$ cat config.mk
export PLATFORM = sky130hd
export DESIGN_NAME = pcos_cell
export DESIGN_NICKNAME = d
export VERILOG_FILES = /design/src/hw/rtl/per_class_overlap_suppression_assert.svh /design/src/hw/rtl/pcos_pkg.sv /design/src/hw/rtl/pcos_cell.sv
export SDC_FILE = /design/constraint.sdc
export NUM_CORES = 1
export LEC_CHECK = 0
export BUFFER_PORTS_ARGS = -buffer_cell sky130_fd_sc_hd__clkbuf_2
export CAP_MARGIN = 5
export CORE_UTILIZATION = 46
export CTS_CLUSTER_DIAMETER = 30
export DETAILED_ROUTE_END_ITERATION = 10
export PLACE_DENSITY = 0.77
export SLEW_MARGIN = 40
export SYNTH_ARGS = -nofsm -noshare
export SYNTH_HDL_FRONTEND = slang
export SYNTH_SLANG_ARGS = --single-unit
$ cat constraint.sdc
create_clock -name clk -period 2.7 [get_ports clk]
set_clock_uncertainty 0.1 [all_clocks]
set_input_delay 0.27 -clock clk [delete_from_list [all_inputs] [get_ports clk]]
set_output_delay 0.27 -clock clk [all_outputs]
set_load 0.005 [all_outputs]
$ cat src/hw/rtl/per_class_overlap_suppression_assert.svh
// Assertion macros shared by the overlap suppression RTL.
// Depends on nothing; included by the files that check their own logic.
`ifndef PER_CLASS_OVERLAP_SUPPRESSION_ASSERT_SVH
`define PER_CLASS_OVERLAP_SUPPRESSION_ASSERT_SVH

// Same-cycle implication, disabled while reset is asserted.
`define PCOS_ASSERT_SAME(label, clk, rst_n, ante, cons, msg) \
    label: assert property (@(posedge clk) disable iff (!rst_n) (ante) |-> (cons)) \
        else $error(msg);

// Next-cycle implication, disabled while reset is asserted.
`define PCOS_ASSERT_NEXT(label, clk, rst_n, ante, cons, msg) \
    label: assert property (@(posedge clk) disable iff (!rst_n) (ante) |=> (cons)) \
        else $error(msg);

`endif

$ cat src/hw/rtl/pcos_pkg.sv
// Shared constants and types of the per-class overlap suppression block.
// Depends on nothing; used by the interfaces, the cell and the top level.
package pcos_pkg;

    localparam int MAX_KEPT_DEF   = 64;
    localparam int COORD_BITS_DEF = 16;
    localparam int LABEL_W        = 8;
    localparam int TOTAL_W        = 7;

    // Control part of the candidate token that walks the cell chain.
    typedef struct packed {
        logic valid;
        logic hit;
    } pcos_tok_t;

endpackage

$ cat src/hw/rtl/pcos_cell.sv
// One cell of the kept-box chain: stores one box and label, tests the passing
// candidate against it and hands the candidate on. Depends on pcos_pkg.
module pcos_cell #(
    parameter int MAX_KEPT   = pcos_pkg::MAX_KEPT_DEF,
    parameter int COORD_BITS = pcos_pkg::COORD_BITS_DEF,
    parameter int INDEX      = 0
) (
    input  logic                                       clk,
    input  logic                                       rst_n,
    input  logic [$clog2(MAX_KEPT+1)-1:0]              count,
    input  pcos_pkg::pcos_tok_t                        tok_in,
    input  logic [4*COORD_BITS-1:0]                    box_in,
    input  logic [pcos_pkg::LABEL_W-1:0]               label_in,
    output pcos_pkg::pcos_tok_t                        tok_out,
    output logic [4*COORD_BITS-1:0]                    box_out,
    output logic [pcos_pkg::LABEL_W-1:0]               label_out,
    input  logic                                       wr_en,
    input  logic [((MAX_KEPT > 1) ? $clog2(MAX_KEPT) : 1)-1:0] wr_idx,
    input  logic [4*COORD_BITS-1:0]                    wr_box,
    input  logic [pcos_pkg::LABEL_W-1:0]               wr_label
);
    import pcos_pkg::*;

    localparam int CW = $clog2(MAX_KEPT + 1);
    localparam int IW = (MAX_KEPT > 1) ? $clog2(MAX_KEPT) : 1;
    localparam int CB = COORD_BITS;

    logic [4*CB-1:0]    entry_box_reg;
    logic [LABEL_W-1:0] entry_label_reg;
    pcos_tok_t          tok_reg;
    pcos_tok_t          tok_next;
    logic [4*CB-1:0]    box_reg;
    logic [LABEL_W-1:0] label_reg;

    logic signed [CB-1:0] c_xmin, c_ymin, c_xmax, c_ymax;
    logic signed [CB-1:0] s_xmin, s_ymin, s_xmax, s_ymax;
    logic                 active;
    logic                 ovl_x;
    logic                 ovl_y;
    logic                 hit;

    // Boxes are packed as xmin, ymin, xmax, ymax from the top down.
    assign c_xmin = $signed(box_in[4*CB-1:3*CB]);
    assign c_ymin = $signed(box_in[3*CB-1:2*CB]);
    assign c_xmax = $signed(box_in[2*CB-1:CB]);
    assign c_ymax = $signed(box_in[CB-1:0]);
    assign s_xmin = $signed(entry_box_reg[4*CB-1:3*CB]);
    assign s_ymin = $signed(entry_box_reg[3*CB-1:2*CB]);
    assign s_xmax = $signed(entry_box_reg[2*CB-1:CB]);
    assign s_ymax = $signed(entry_box_reg[CB-1:0]);

    // Only entries below the fill count hold boxes of the current table.
    assign active = (count > CW'(INDEX));

    // min(maxes) > max(mins) is the same as every max beating every min.
    assign ovl_x = (c_xmax > c_xmin) && (c_xmax > s_xmin) &&
                   (s_xmax > c_xmin) && (s_xmax > s_xmin);
    assign ovl_y = (c_ymax > c_ymin) && (c_ymax > s_ymin) &&
                   (s_ymax > c_ymin) && (s_ymax > s_ymin);
    assign hit   = active && (entry_label_reg == label_in) && ovl_x && ovl_y;

    always_comb
    begin
        tok_next.valid = tok_in.valid;
        tok_next.hit   = tok_in.hit || (tok_in.valid && hit);
    end

    always_ff @(posedge clk or negedge rst_n)
    begin
        if (!rst_n)
        begin
            tok_reg <= '0;
        end
        else
        begin
            tok_reg <= tok_next;
        end
    end

    always_ff @(posedge clk)
    begin
        box_reg   <= box_in;
        label_reg <= label_in;
        if (wr_en && (wr_idx == IW'(INDEX)))
        begin
            entry_box_reg   <= wr_box;
            entry_label_reg <= wr_label;
        end
    end

    assign tok_out   = tok_reg;
    assign box_out   = box_reg;
    assign label_out = label_reg;

endmodule

==> metrics <==
ranking of synthesized cells by area=edfxtp_1 (32%), ha_1 (24%), dfxtp_1 (21%); cells along the critical path=dlygate4sd3_1, ha_4, nand4_1, nor4_2, buf_4, a21oi_1, a31o_2, or4_1, o31ai_2; worst skew pair latency=approximately 0.42 ns; met2 wire length=10830 microns; Die X-Extent=around 120 microns; sequential area share after synthesis=between 50% and 60%; Remaining DRCs=0; WS Path Type=in -> reg; Mapped Cells=556; final hold slack=about 0.07 ns; Critical Path AT=between 2 and 3 ns; fin crit share=between 90% and 100%; fillers=a little over 900; WL met1=around 7400 microns; Cell Pwr Density=about 520 nW/um^2; total track usage=between 20% and 30%; Met3 Routed Length=around 1200 microns; Ports=236; vias in the first global route=between 6000 and 7000; top-count cell post-synth=ha_1; DRT Wirelength=about 20000 microns; Final min period=roughly 2.6 ns; FF+latch count, synth=about 150; Port Buf Inserts=about 240; Final Setup Violations=0; Yosys top cell by area=edfxtp_1; final core utilization=between 70% and 80%; initial antenna violation count=1; CP required=2.94 ns; synth unique cells=41; delay-heaviest family, CP=simple AND/OR/NAND/NOR gates; clock root cell=clkbuf_16; via count=~6000; R2R Setup Slk=approximately 0.1 ns; syn nets=846; largest net degree at the start of global routing=73; clk slew on worst S/H paths=~0.06 ns; drt wl/cell=17.32 microns; Slowest-stage cell, CP=dlygate4sd3_1; fmax=0.3811 GHz; Post-synth EDFFs=a little over 70; Max-cap violations=0; kind of launch point of the worst setup path=input pin; Peak VDD IR=513.4 uV; post-DP HPWL=between 10000 and 15000 microns; Max Slew Vio Count=0; Leak=5.027 nW; die area=15270 sq um; share of cells above drive strength 1=about 31%; drt first pass iters=4; drt initial violations=about 270; Post-synth top cells=ha_1 (128), dfxtp_1 (72), edfxtp_1 (72); dominant synthesized flop cell=edfxtp_1; fin nets=1263; Slew headroom=about 66%; Ys Warns=0; CP Launch Point=box_in[9]; Antenna Nets Post-Route=0; HP Class=in -> reg; global-route wire length before repair=about 30000 microns; Async SR Flop Fraction=1.370%; Highest Signal Layer=met4; crit-path max FO=3; vias per inst=around 5; Critical path buffers and inverters=2; clock sinks=146; mapped cell area=about 7000 sq um; CTS Buf Count=17; status=complete, no violations; worst slew pin tran=between 0.5 and 0.6 ns; area fraction of the dominant cell type after synthesis=roughly a third; CP Capture Type=register; RePlAce Congestion=around 0.9; Crit path largest cell delay=0.63 ns; syn avg cell area=approximately 12 sq um; FF-to-FF Start=entry_box_reg[8]$_DFFE_PP_; Die H=123.6 microns; worst hold start=box_in[11]; grt total ovfl=0; core region area=around 14000 sq um; initial core utilization=between 40% and 50%; TritonCTS clock tree=done; Hold Vio Cnt, Final=0; Layout area overhead=55.96%; Clock Path Buffers=2; H-tree levels=4; row count=between 40 and 50
through the flow:
step / TNS (ns) / total power [mW] / worst slack [ns] / instances / cell area [sq um]
after global placement: 0 / 2.914 / 0.02239 / 982 / 8289
after detailed placement: -0.07104 / 2.927 / -0.07104 / 982 / 8289
after global routing: -0.02671 / 5.729 / -0.02671 / 1171 / 10600
after floorplan: -72.32 / 2.656 / -1.005 / 556 / 6818
after CTS: 0 / 5.535 / 0.01022 / 1162 / 10400
final: 0 / 5.527 / 0.07608 / 1171 / 10600
cell type report:
| class | count | area, sq um | area share, % |
|---|---|---|---|
| Antenna cell | 1 | 2.502 | 0.02360 |
| Clock buffer | 19 | 464.2 | 4.378 |
| Clock inverter | 13 | 156.4 | 1.475 |
| Inverter | 70 | 262.8 | 2.478 |
| Multi-Input combinational cell | 340 | 3039 | 28.66 |
| Sequential cell | 146 | 3654 | 34.45 |
| Tap cell | 184 | 230.2 | 2.171 |
| Timing Repair Buffer | 398 | 2795 | 26.36 |
routing by layer:
layer	up-vias	track usage [%]
met3	73	6.731
met4	0	14.23
met2	249	50.70
met5	-	0
met1	2794	26.63
li1	2910	-
timing repair:
| action | 4_1_cts | 5_1_grt |
|---|---|---|
| hold endpoints to repair | 148 | 0 |
| buffers inserted | 1 | 12 |
| gates resized for setup | 3 | 18 |
| hold buffers | 147 | 0 |
| setup endpoints to repair | 1 | 1 |
| pin swaps | 1 | 14 |
| cloned | 0 | 0 |
final timing paths:
kind | to | cells after the start
hold / removal | box_out[11]$_DFF_P_ | 1
max in group asynchronous | tok_out[1]$_DFF_PN0_ | 2
min in group asynchronous | tok_out[0]$_DFF_PN0_ | 2
hold reg to reg | tok_out[0]$_DFF_PN0_ | 7
setup / recovery | tok_out[0]$_DFF_PN0_ | 9
setup reg to reg | tok_out[0]$_DFF_PN0_ | 8
kinds of logic (layout without fill, tap and decap cells):
| family | Yosys count | after routing | synth area share [%] |
|---|---|---|---|
| muxes | 2 | 2 | 0.2945 |
| buffers and inverters | 70 | 500 | 3.865 |
| DFF | 146 | 146 | 53.74 |
| other | 0 | 1 | 0 |
| xor gates and xnor gates | 8 | 8 | 1.031 |
| AOI/OAI and AO/OA | 99 | 99 | 9.091 |
| adders and majority gates | 128 | 128 | 23.56 |
| and+or+nand+nor | 103 | 103 | 8.429 |
worst register-to-register path, stage by stage, from the launching register on:
cell	delay, ns
edfxtp_1	0.43
ha_1	0.31
nand4_1	0.19
nor3_2	0.26
a21boi_2	0.20
nor4_1	0.05
a31o_2	0.24
or4_1	0.48
o31ai_2	0.25
where the power goes:
group	total (mW)	internal, mW	switching [mW]	leakage (nW)
sequential	2.41	2.39	0.0220	1.28
combinational	0.671	0.376	0.294	3.44
clock	2.44	1.53	0.916	0.304
total	5.53	4.29	1.23	5.03
placed cells by master, fill, tap and decap left out, types with 6 or more instances in the layout:
cell type	instances
nor2b_1	6
nand2_1	18
clkbuf_16	18
a21o_1	10
nor2_1	14
o21ai_0	12
ha_1	120
clkbuf_2	231
edfxtp_1	72
nand4_1	29
dfxtp_1	72
nor4_1	6
a21oi_1	39
o211ai_1	7
xnor2_1	8
buf_4	19
ha_4	8
inv_1	69
nand3_1	6
a211oi_1	8
dlygate4sd3_1	145
No activity file was read; power rests on OpenSTA's default activity.
